--- config.mk ---
export PLATFORM = sky130hd
export DESIGN_NAME = idle_framed_rx_byte_ring
export DESIGN_NICKNAME = d
export VERILOG_FILES = /design/src/rtl/core/ifrx_pkg.sv /design/src/rtl/core/ifrx_ctrl.sv /design/src/rtl/core/ifrx_datapath.sv /design/src/rtl/core/idle_framed_rx_byte_ring.sv
export SDC_FILE = /design/constraint.sdc
export NUM_CORES = 2
export LEC_CHECK = 0
export CAP_MARGIN = 20
export CORE_ASPECT_RATIO = 0.8
export CORE_MARGIN = 3
export CORE_UTILIZATION = 40
export CTS_CLUSTER_DIAMETER = 40
export CTS_CLUSTER_SIZE = 10
export DETAILED_ROUTE_END_ITERATION = 12
export DONT_BUFFER_PORTS = 1
export PLACE_DENSITY = 0.54
export SYNTH_ARGS = -nofsm -noshare
export SYNTH_HDL_FRONTEND = slang
export SYNTH_SLANG_ARGS = --single-unit
--- constraint.sdc ---
create_clock -name clock -period 4.94 [get_ports clock]
set_input_delay 0.988 -clock clock [delete_from_list [all_inputs] [get_ports clock]]
set_output_delay 0.988 -clock clock [all_outputs]
set_load 0.02 [all_outputs]
--- src/rtl/core/ifrx_pkg.sv ---
// ----------------------------------------------------------------------------
// ifrx_pkg
// Shared types for the idle-framed receive byte ring.
// ----------------------------------------------------------------------------
package ifrx_pkg;

   // command code carried in req_tuser
   typedef enum logic [1:0] {
      CMD_STORE = 2'd0,
      CMD_IDLE  = 2'd1,
      CMD_READ  = 2'd2,
      CMD_FLUSH = 2'd3
   } cmd_type;

   // controller states
   typedef enum logic {
      S_IDLE = 1'b0,
      S_RESP = 1'b1
   } state_type;

   // one-hot step strobes from controller to datapath
   typedef struct packed {
      logic do_store;
      logic do_idle;
      logic do_read;
      logic do_flush;
   } dp_cmd_type;

   // field widths of the result word
   localparam int unsigned DATA_W    = 8;
   localparam int unsigned WAITING_W = 4;

endpackage

--- src/rtl/core/ifrx_ctrl.sv ---
// ----------------------------------------------------------------------------
// ifrx_ctrl
// Handshake controller: takes one word, issues one step, holds the result.
// ----------------------------------------------------------------------------
module ifrx_ctrl
   import ifrx_pkg::*;
(
   input  logic       clock,
   input  logic       reset,
   input  logic       req_tvalid,
   output logic       req_tready,
   input  logic [1:0] req_cmd,
   output logic       rsp_tvalid,
   input  logic       rsp_tready,
   output dp_cmd_type dp_cmd
);

   state_type state_ff, state_in;
   logic      accept;

   always_ff @(posedge clock) begin
      if (reset) begin
         state_ff <= S_IDLE;
      end else begin
         state_ff <= state_in;
      end
   end

   // next state
   always_comb begin
      state_in = state_ff;
      case (state_ff)
         S_IDLE: begin
            if (req_tvalid) state_in = S_RESP;
         end
         S_RESP: begin
            if (rsp_tready) state_in = S_IDLE;
         end
         default: begin
            state_in = S_IDLE;
         end
      endcase
   end

   // outputs
   always_comb begin
      req_tready = (state_ff == S_IDLE);
      rsp_tvalid = (state_ff == S_RESP);
      accept     = req_tvalid && req_tready;
      dp_cmd     = '0;
      if (accept) begin
         case (cmd_type'(req_cmd))
            CMD_STORE: dp_cmd.do_store = 1'b1;
            CMD_IDLE:  dp_cmd.do_idle  = 1'b1;
            CMD_READ:  dp_cmd.do_read  = 1'b1;
            CMD_FLUSH: dp_cmd.do_flush = 1'b1;
            default:   dp_cmd          = '0;
         endcase
      end
   end

endmodule

--- src/rtl/core/ifrx_datapath.sv ---
// ----------------------------------------------------------------------------
// ifrx_datapath
// Byte store, frame descriptor ring and result registers.
// ----------------------------------------------------------------------------
module ifrx_datapath
   import ifrx_pkg::*;
#(
   parameter int unsigned BYTE_DEPTH  = 256,
   parameter int unsigned FRAME_SLOTS = 16
)
(
   input  logic                 clock,
   input  logic                 reset,
   input  dp_cmd_type           dp_cmd,
   input  logic [DATA_W-1:0]    rx_byte,
   output logic [DATA_W-1:0]    rd_data,
   output logic                 rd_valid,
   output logic                 rd_last,
   output logic [WAITING_W-1:0] frames_waiting,
   output logic                 slots_full
);

   localparam int unsigned BW = $clog2(BYTE_DEPTH);
   localparam int unsigned SW = $clog2(FRAME_SLOTS);

   localparam logic [BW-1:0] BYTE_LAST = BW'(BYTE_DEPTH - 1);
   localparam logic [SW-1:0] SLOT_LAST = SW'(FRAME_SLOTS - 1);
   localparam logic [SW:0]   SLOT_CNT  = (SW + 1)'(FRAME_SLOTS);

   function automatic logic [BW-1:0] byte_inc(input logic [BW-1:0] p);
      return (p == BYTE_LAST) ? '0 : p + 1'b1;
   endfunction

   function automatic logic [BW-1:0] byte_dec(input logic [BW-1:0] p);
      return (p == '0) ? BYTE_LAST : p - 1'b1;
   endfunction

   function automatic logic [SW-1:0] slot_inc(input logic [SW-1:0] s);
      return (s == SLOT_LAST) ? '0 : s + 1'b1;
   endfunction

   logic [DATA_W-1:0] byte_store [BYTE_DEPTH];
   logic [DATA_W-1:0] mem_q_ff;

   logic [BW-1:0] frame_start_ff [FRAME_SLOTS];
   logic [BW-1:0] frame_end_ff   [FRAME_SLOTS];

   logic [BW-1:0] byte_wr_ff, byte_wr_in;
   logic [SW-1:0] slot_wr_ff, slot_wr_in;
   logic [SW-1:0] slot_rd_ff, slot_rd_in;
   logic          valid_ff, valid_in;
   logic          last_ff,  last_in;

   logic [BW-1:0] rd_start, rd_end;
   logic [SW-1:0] slot_wr_nxt, slot_rd_nxt;
   logic          frame_pending, frame_empty, open_ok;
   logic [SW:0]   slot_diff;

   assign rd_start      = frame_start_ff[slot_rd_ff];
   assign rd_end        = frame_end_ff[slot_rd_ff];
   assign slot_wr_nxt   = slot_inc(slot_wr_ff);
   assign slot_rd_nxt   = slot_inc(slot_rd_ff);
   assign frame_pending = (slot_rd_ff != slot_wr_ff);
   assign frame_empty   = (rd_start == byte_inc(rd_end));
   assign open_ok       = (slot_wr_nxt != slot_rd_ff);

   always_comb begin
      byte_wr_in = byte_wr_ff;
      slot_wr_in = slot_wr_ff;
      slot_rd_in = slot_rd_ff;
      valid_in   = valid_ff;
      last_in    = last_ff;
      if (dp_cmd.do_store) begin
         byte_wr_in = byte_inc(byte_wr_ff);
         valid_in   = 1'b0;
         last_in    = 1'b0;
      end else if (dp_cmd.do_idle) begin
         if (open_ok) slot_wr_in = slot_wr_nxt;
         valid_in = 1'b0;
         last_in  = 1'b0;
      end else if (dp_cmd.do_read) begin
         valid_in = 1'b0;
         last_in  = 1'b0;
         if (frame_pending) begin
            if (frame_empty) begin
               slot_rd_in = slot_rd_nxt;
            end else begin
               valid_in = 1'b1;
               last_in  = (rd_start == rd_end);
               if (rd_start == rd_end) slot_rd_in = slot_rd_nxt;
            end
         end
      end else if (dp_cmd.do_flush) begin
         byte_wr_in = '0;
         slot_wr_in = '0;
         slot_rd_in = '0;
         valid_in   = 1'b0;
         last_in    = 1'b0;
      end
   end

   always_ff @(posedge clock) begin
      if (reset) begin
         byte_wr_ff <= '0;
         slot_wr_ff <= '0;
         slot_rd_ff <= '0;
         valid_ff   <= 1'b0;
         last_ff    <= 1'b0;
      end else begin
         byte_wr_ff <= byte_wr_in;
         slot_wr_ff <= slot_wr_in;
         slot_rd_ff <= slot_rd_in;
         valid_ff   <= valid_in;
         last_ff    <= last_in;
      end
   end

   // byte store: one write or one registered read per step
   always_ff @(posedge clock) begin
      if (dp_cmd.do_store) byte_store[byte_wr_ff] <= rx_byte;
   end

   always_ff @(posedge clock) begin
      if (dp_cmd.do_read && frame_pending && !frame_empty) begin
         mem_q_ff <= byte_store[rd_start];
      end
   end

   // descriptors; slot 0 start comes up at zero
   always_ff @(posedge clock) begin
      if (reset || dp_cmd.do_flush) begin
         frame_start_ff[0] <= '0;
      end else if (dp_cmd.do_idle && open_ok) begin
         frame_start_ff[slot_wr_nxt] <= byte_wr_ff;
      end else if (dp_cmd.do_read && frame_pending && !frame_empty) begin
         frame_start_ff[slot_rd_ff] <= byte_inc(rd_start);
      end
   end

   always_ff @(posedge clock) begin
      if (dp_cmd.do_idle) frame_end_ff[slot_wr_ff] <= byte_dec(byte_wr_ff);
   end

   // status from the settled slot positions
   assign slot_diff = (slot_wr_ff >= slot_rd_ff)
                    ? {1'b0, slot_wr_ff} - {1'b0, slot_rd_ff}
                    : {1'b0, slot_wr_ff} + SLOT_CNT - {1'b0, slot_rd_ff};

   assign frames_waiting = WAITING_W'(slot_diff);
   assign slots_full     = (slot_wr_nxt == slot_rd_ff);
   assign rd_valid       = valid_ff;
   assign rd_last        = last_ff;
   assign rd_data        = valid_ff ? mem_q_ff : '0;

endmodule

--- src/rtl/core/idle_framed_rx_byte_ring.sv ---
// ----------------------------------------------------------------------------
// idle_framed_rx_byte_ring
// Receive byte ring split into frames at idle-line events.
// ----------------------------------------------------------------------------
// Usage:
//   req_* carries one command word: tuser = command (store byte, idle,
//   read one byte, flush), tdata = received byte for a store.
//   rsp_* returns exactly one word per command: the byte read (zero when
//   none), tuser = byte valid, tlast = last byte of its frame, plus the
//   number of closed frames waiting and the descriptor-ring-full flag.
//   Latency: the result is valid the cycle after the command is taken.
//   The controller takes a new word only once the previous result has been
//   taken, so it never takes a command while a result is pending.
//   If the receiver stalls, the result holds in the output registers and
//   req_tready stays low until it is taken.
//   Reset clears all positions and valid flags; stored bytes are not
//   cleared and a read never reaches an unwritten entry.
// ----------------------------------------------------------------------------
module idle_framed_rx_byte_ring
   import ifrx_pkg::*;
#(
   parameter int unsigned BYTE_DEPTH  = 256,
   parameter int unsigned FRAME_SLOTS = 16
)
(
   input  logic        clock,
   input  logic        reset,
   input  logic        req_tvalid,
   output logic        req_tready,
   input  logic [7:0]  req_tdata,   // [7:0] rx_byte
   input  logic [1:0]  req_tuser,   // [1:0] cmd
   output logic        rsp_tvalid,
   input  logic        rsp_tready,
   output logic [15:0] rsp_tdata,   // [7:0] rd_data, [11:8] frames_waiting,
                                    // [12] slots_full, [15:13] zero
   output logic        rsp_tuser,   // [0] rd_valid
   output logic        rsp_tlast    // rd_last
);

   dp_cmd_type           dp_cmd;
   logic [DATA_W-1:0]    rd_data;
   logic                 rd_valid;
   logic                 rd_last;
   logic [WAITING_W-1:0] frames_waiting;
   logic                 slots_full;

   ifrx_ctrl u_ctrl (
      .clock      (clock),
      .reset      (reset),
      .req_tvalid (req_tvalid),
      .req_tready (req_tready),
      .req_cmd    (req_tuser),
      .rsp_tvalid (rsp_tvalid),
      .rsp_tready (rsp_tready),
      .dp_cmd     (dp_cmd)
   );

   ifrx_datapath #(
      .BYTE_DEPTH  (BYTE_DEPTH),
      .FRAME_SLOTS (FRAME_SLOTS)
   ) u_datapath (
      .clock          (clock),
      .reset          (reset),
      .dp_cmd         (dp_cmd),
      .rx_byte        (req_tdata),
      .rd_data        (rd_data),
      .rd_valid       (rd_valid),
      .rd_last        (rd_last),
      .frames_waiting (frames_waiting),
      .slots_full     (slots_full)
   );

   // result word packing
   assign rsp_tdata = {3'b000, slots_full, frames_waiting, rd_data};
   assign rsp_tuser = rd_valid;
   assign rsp_tlast = rd_last;

`ifndef SYNTHESIS
   // one word in flight: never taking input while a result is pending
   a_one_in_flight: assert property (@(posedge clock) disable iff (reset)
      !(req_tready && rsp_tvalid))
      else $error("input taken while result pending");

   // every accepted word produces a result next cycle
   a_result_follows: assert property (@(posedge clock) disable iff (reset)
      (req_tvalid && req_tready) |=> rsp_tvalid)
      else $error("no result after accepted word");

   // no byte means no last flag and zero data
   a_invalid_clean: assert property (@(posedge clock) disable iff (reset)
      (rsp_tvalid && !rsp_tuser) |-> (!rsp_tlast && rsp_tdata[7:0] == 8'd0))
      else $error("stray data or last on invalid result");

   // a non-read command never returns a byte
   a_read_only: assert property (@(posedge clock) disable iff (reset)
      (req_tvalid && req_tready && req_tuser != CMD_READ) |=> !rsp_tuser)
      else $error("byte returned for non-read command");
`endif

endmodule
---- Yosys cells after proc, flatten, opt, wreduce, memory -nomap -nowiden ----
Memories as Yosys holds them, arrays and structs flattened. A register that Yosys moved wholly into a read port is not among the register bits.
Index checks and enable logic that the tools add are counted.
operators by class
  $add $sub $neg .......................... 9
  order comparisons ....................... 1
  equal/unequal tests ..................... 19
  mux-type cells .......................... 58
  bitwise operators ....................... 3
  reductions and logical operators ........ 17
operators with widths
  kind                                              count
  2-to-1 mux 8 bit                                  11
  2-to-1 mux 4 bit                                  18
  2-to-1 mux 1 bit                                  28
  adder 8 x 1 -> 8 bit, second input constant       3
  equality test 8 bit, second input constant        3
  equality test 8 bit                               2
  OR reduction 8 bit                                2
  adder 4 x 1 -> 4 bit, second input constant       3
  equality test 4 bit, second input constant        2
  zero test 8 bit                                   1
  != test 2 bit, second input constant              4
  != test 4 bit                                     2
  subtractor 4 bit                                  2
  subtractor 8 x 1 -> 8 bit, second input constant  1
  nonzero test 2 bit                                3
  AND reduction 5 bit                               1
  equality test 2 bit, second input constant        2
  equality test 4 bit                               1
  >= comparator 4 bit                               1
  logical AND 1 bit                                 4
  AND reduction 4 bit                               1
  != test 3 bit, second input constant              1
  NOT 1 bit                                         3
  AND reduction 3 bit                               1
  other kinds (7)                                   7
storage, ports and cells
  register bits after elaboration ......... 19
  RAM bits ................................ 2304
  input bits .............................. 14
  output and inout port bits .............. 20
  memories kept ........................... 3
memory list
  memory                     depth  bits a word  rd ports  clocked after Yosys merged registers in  wr ports  line                 RTL
  u_datapath.byte_store      256    8            1         1                                        1         ifrx_datapath.sv:42  logic [DATA_W-1:0] byte_store [BYTE_DEPTH];
  u_datapath.frame_end_ff    16     8            1         1                                        1         ifrx_datapath.sv:46  logic [BW-1:0] frame_end_ff [FRAME_SLOTS];
  u_datapath.frame_start_ff  16     8            1         1                                        1         ifrx_datapath.sv:45  logic [BW-1:0] frame_start_ff [FRAME_SLOTS];

---- Depth between registers and ports, before layout ----
  depth in word-level cells ............... 11
  gate-level depth with buffers ........... 19
  depth with buffers taken out ............ 16

---- Hierarchy ----
Synthesis repeated with hierarchy kept, for this count alone.
unflattened totals
  cell total of the unflattened synthesis .. 6317
  area total of the unflattened synthesis .. 94468.1 um^2
modules (own cells, without submodules)
  module                    instances  cells each  area each (um^2)
  ifrx_datapath             1          6303        94346.7
  ifrx_ctrl                 1          9           87.6
  idle_framed_rx_byte_ring  1          5           33.8

---- Least setup slack after synthesis ----
Ideal clock, no wire load.
  path type ............................... register to register
  start point ............................. register (tool-made name)
  end point ............................... memory u_datapath.frame_start_ff[3][0] (netlist bit), enable pin
  setup time .............................. 388 ps
  data arrival time ....................... 4194 ps
  data required time ...................... 4552 ps
  path slack .............................. 358 ps
  stages on the path, launching flop included .. 16
  cell sequence ........................... dfxtp_1 -> buf_6 -> buf_12 -> mux4_2 -> a221oi_2 -> inv_2 -> ha_1 -> and2_1 -> a32oi_1 -> nor3_1 -> a211oi_1 -> a2111oi_4 -> nand3_2 -> nand3_1 -> a221o_1 -> a221oi_1
RTL lines
  what              line
  end: declaration  ifrx_datapath.sv:45

==> key figures <==
Pwr
  • Tot Pwr: 44.9 mW
  • Worst VDD drop: approximately 0.00029 V
  • P_leak: ~36 nW
  • PwrDens: between 400 and 500 nW/µm²

Clock tree
  • H-Tree Depth: 5
  • Cts bufs inserted: 309
  • Worst skew pair latency: 0.86 ns
  • Deepest clock path buffer count: 4
  • CTS tree: done
  • Root Buffer: clkbuf_16
  • Sink Count: approximately 2,300
  • Worst-path clk slew: roughly 0.060 ns

Route
  • First-pass iteration count of the detailed router: 8
  • Routed WL: slightly below 300,000 µm
  • Top sig layer: met5
  • Vias per inst: between 5 and 6
  • Metal3 WL: ~27,000 µm
  • Metal2 WL: around 120,000 µm
  • WL/cell: roughly 28 µm
  • Vias: between 60,000 and 70,000
  • Number of remaining DRC errors: 0
  • Met1 Wirelength: ~130,000 µm
  • Post-route ant nets: 0
  • DR iter-0 viols: around 8,200

Min path
  • Min-delay worst type: in2reg

Setup path
  • Crit Path Class: reg2reg
  • CP Max Fanout: 21
  • Startpoint Class: flip-flop
  • Worst r2r dst: u_datapath.mem_q_ff[6]
  • Required time worst endpoint: roughly 5.5 ns
  • Worst reg-to-reg setup slack: -0.004 ns
  • Worst Setup End Kind: flip-flop
  • Worst Setup EP: u_datapath.mem_q_ff[6]
  • Arr. time, crit path: ~5.5 ns
  • Reg2Reg Depth: 12

Synth
  • Post-Synthesis Cells: approximately 7,000
  • Adder-cell share of the synthesized area: 0.00219
  • Seq/Total Area, Yosys: 0.737
  • Simple-Gate Fraction of Synth Area: 0.137
  • Ys async rst share: 0
  • Synthesis Warnings: 0
  • Yosys top cell area share: 0.732
  • Cell Area, Synth: 94,900 µm²
  • Proportion of synthesized area in mux cells: 0.0199
  • Synthesis-stage register bit count: around 2,300
  • Mean post-synth cell area: 13.6 µm²
  • Main combinational cell family by area after synthesis: simple AND/OR/NAND/NOR gates
  • Post-synth top cells: edfxtp_1 (2,312), nand2_1 (1,812), nand3_1 (426), a311oi_1 (367), nor2_1 (344)
  • Top-count cell post-synth: edfxtp_1
  • Post-synth top area cell: edfxtp_1
  • Synth unique cells: 88
  • Ranking of synthesized cells by area: edfxtp_1 (73%), nand2_1 (7.2%), a311oi_1 (3.4%)
  • Post-synth EDFFs: ~2,300
  • Synth Area in XOR/XNOR: 0.00295
  • Top_reg_cell synth: edfxtp_1
  • Synth Area in Compound Gates: 0.0760

Global routing
  • GRT Util Overall: 0.234
  • Overflow after GRT: 0
  • Initial antenna violation count: 9
  • Vias in the first global route: between 50,000 and 60,000
  • First-pass GRT wire length: between 400,000 and 500,000 µm
  • Largest net degree at the start of global routing: between 200 and 300

Timing
  • Clock skew: roughly 0.061 ns
  • Hold slack: about 0.23 ns
  • Min cycle time layout: 4.94 ns
  • Final setup viols: 1
  • Period Utilization, post-route: 1.00
  • Maximum clock frequency: just over 200 MHz
  • Slew headroom: 0.0488
  • Setup_tns: -0.00418 ns
  • Fin. Hold Viols: 0
  • Slew Limit Fails: 0
  • Slew @ Worst Pin: between 1 and 1.5 ns
  • Setup ws final: -0.00418 ns

Floorplanning
  • Row count: roughly 160
  • Die span in y: ~440 µm
  • Top-Level Pins: 34
  • Die W: roughly 550 µm
  • Initial Utilization: 0.403
  • Placeable Area: around 240,000 µm²
  • DIE AREA: between 200,000 and 250,000 µm²

Place
  • Hpwl dp: between 150,000 and 200,000 µm
  • DP Cell Count: around 10,000
  • Placer congestion estimate: 0.861
  • I/O Buffers: 0

Finish
  • Layout cell share with drive strength beyond 1: 0.126
  • Final Non-Filler Cells: 10,485
  • Area delta synth->final: 15.3%
  • Nets: just over 7,000
  • Core Util, Final: 0.465

Status
  • Status: complete, but fails checks
  • Failing checks: setup timing

Run
  • Max cap viols: 0
==> power breakdown <==
group | switching (mW) | internal, mW
Clock | 8.15 | 12.1
Combinational | 2.01 | 0.876
Sequential | 0.00685 | 21.8
==> registers in the layout, summed over array words and instances, names as in the netlist, named ones only <==
| register | flops |
|---|---|
| u_ctrl.rsp_tvalid | 1 |
| u_datapath.byte_store | 2048 |
| u_datapath.byte_wr_ff | 8 |
| u_datapath.frame_end_ff | 128 |
| u_datapath.frame_start_ff | 128 |
| u_datapath.mem_q_ff | 8 |
| u_datapath.rd_last | 1 |
| u_datapath.rd_valid | 1 |
| u_datapath.slot_rd_ff | 4 |
| u_datapath.slot_wr_ff | 4 |
==> cells in the final DEF (no fill, tap or decap), drive strengths merged, types with 13 or more instances in the layout <==
cell | Yosys | final
a211oi | 152 | 152
a21oi | 110 | 110
a221oi | 15 | 15
a22oi | 19 | 19
a311oi | 367 | 367
a31oi | 115 | 115
and2 | 27 | 27
and3 | 286 | 286
buf | 247 | 400
clkbuf | 261 | 346
clkinv | 1 | 59
clkinvlp | 0 | 13
dfxtp | 23 | 23
edfxtp | 2312 | 2312
ha | 15 | 15
inv | 22 | 39
mux2i | 45 | 45
mux4 | 61 | 61
nand2 | 1813 | 1813
nand3 | 429 | 429
nand4 | 21 | 21
nor2 | 345 | 345
nor2b | 16 | 16
nor3 | 53 | 53
o21ai | 58 | 58
xnor2 | 20 | 20
==> stage by stage <==
step | setup WS, ns | instance area, µm²
after global routing | -0.0217 | 109000
final | -0.00418 | 109000
after detailed placement | -0.196 | 100000
after CTS | 0.0443 | 109000
after global placement | -0.163 | 100000
after floorplan | 0.358 | 94900
==> cells by family (layout without fill, tap and decap cells) <==
kind of cell	count (synthesis)	count (layout)
DFF	2335	2335
AOI/OAI and AO/OA	946	946
and+or+nand+nor	3031	3031
muxes	107	107
adders and majority gates	16	16
buffers and inverters	531	869
xor gates and xnor gates	32	32
other	1	10
==> area by class of cell <==
class	count	area, µm²
multi-input cells	4135	22900
flip-flops and latches	2335	69900
repair buffers	401	3640
clock inverters	100	978
clock buffers	345	7950
well taps	3139	3930
inverters	23	101
fillers	20578	126000
diodes	7	17.5
==> worst min path at each step <==
| stage | depth (start not counted) | end | slack (ns) | startpoint |
|---|---|---|---|---|
| floorplan | 1 | u_datapath.slot_wr_ff[0] | 0.53 | u_datapath.slot_wr_ff[0] |
| global placement | 1 | u_datapath.slot_wr_ff[0] | 0.56 | u_datapath.slot_wr_ff[0] |
| detailed placement | 1 | u_datapath.slot_wr_ff[0] | 0.57 | u_datapath.slot_wr_ff[0] |
| CTS | 1 | u_datapath.rd_valid | 0.17 | reset |
| global route | 1 | u_datapath.rd_last | 0.20 | reset |
| finish | 1 | u_ctrl.rsp_tvalid | 0.23 | reset |
==> timing repair <==
item | 4_1_cts | 5_1_grt
setup endpoints to repair | 9 | 158
pin swaps | 0 | 0
setup buffers | 0 | 4
hold buffers | 0 | 0
gates resized for setup | 6 | 26
==> layer usage <==
layer,GRT usage,vias to the layer above
li1,-,26789
met1,0.363,31204
met2,0.333,3056
met3,0.0419,457
met4,0.0684,2
met5,0,-
==> worst max-delay path: stages, from the launching register on <==
cell,delay (ns)
dfxtp_2,0.53
buf_4,0.22
buf_4,0.32
mux4_2,0.28
mux2i_1,0.11
mux2i_4,0.30
buf_4,0.52
nand2_1,0.49
buf_4,0.35
a311oi_1,0.70
nor4_1,0.23
nor4b_1,0.35
nand4_1,0.21
(Power assumes the default switching activity.)
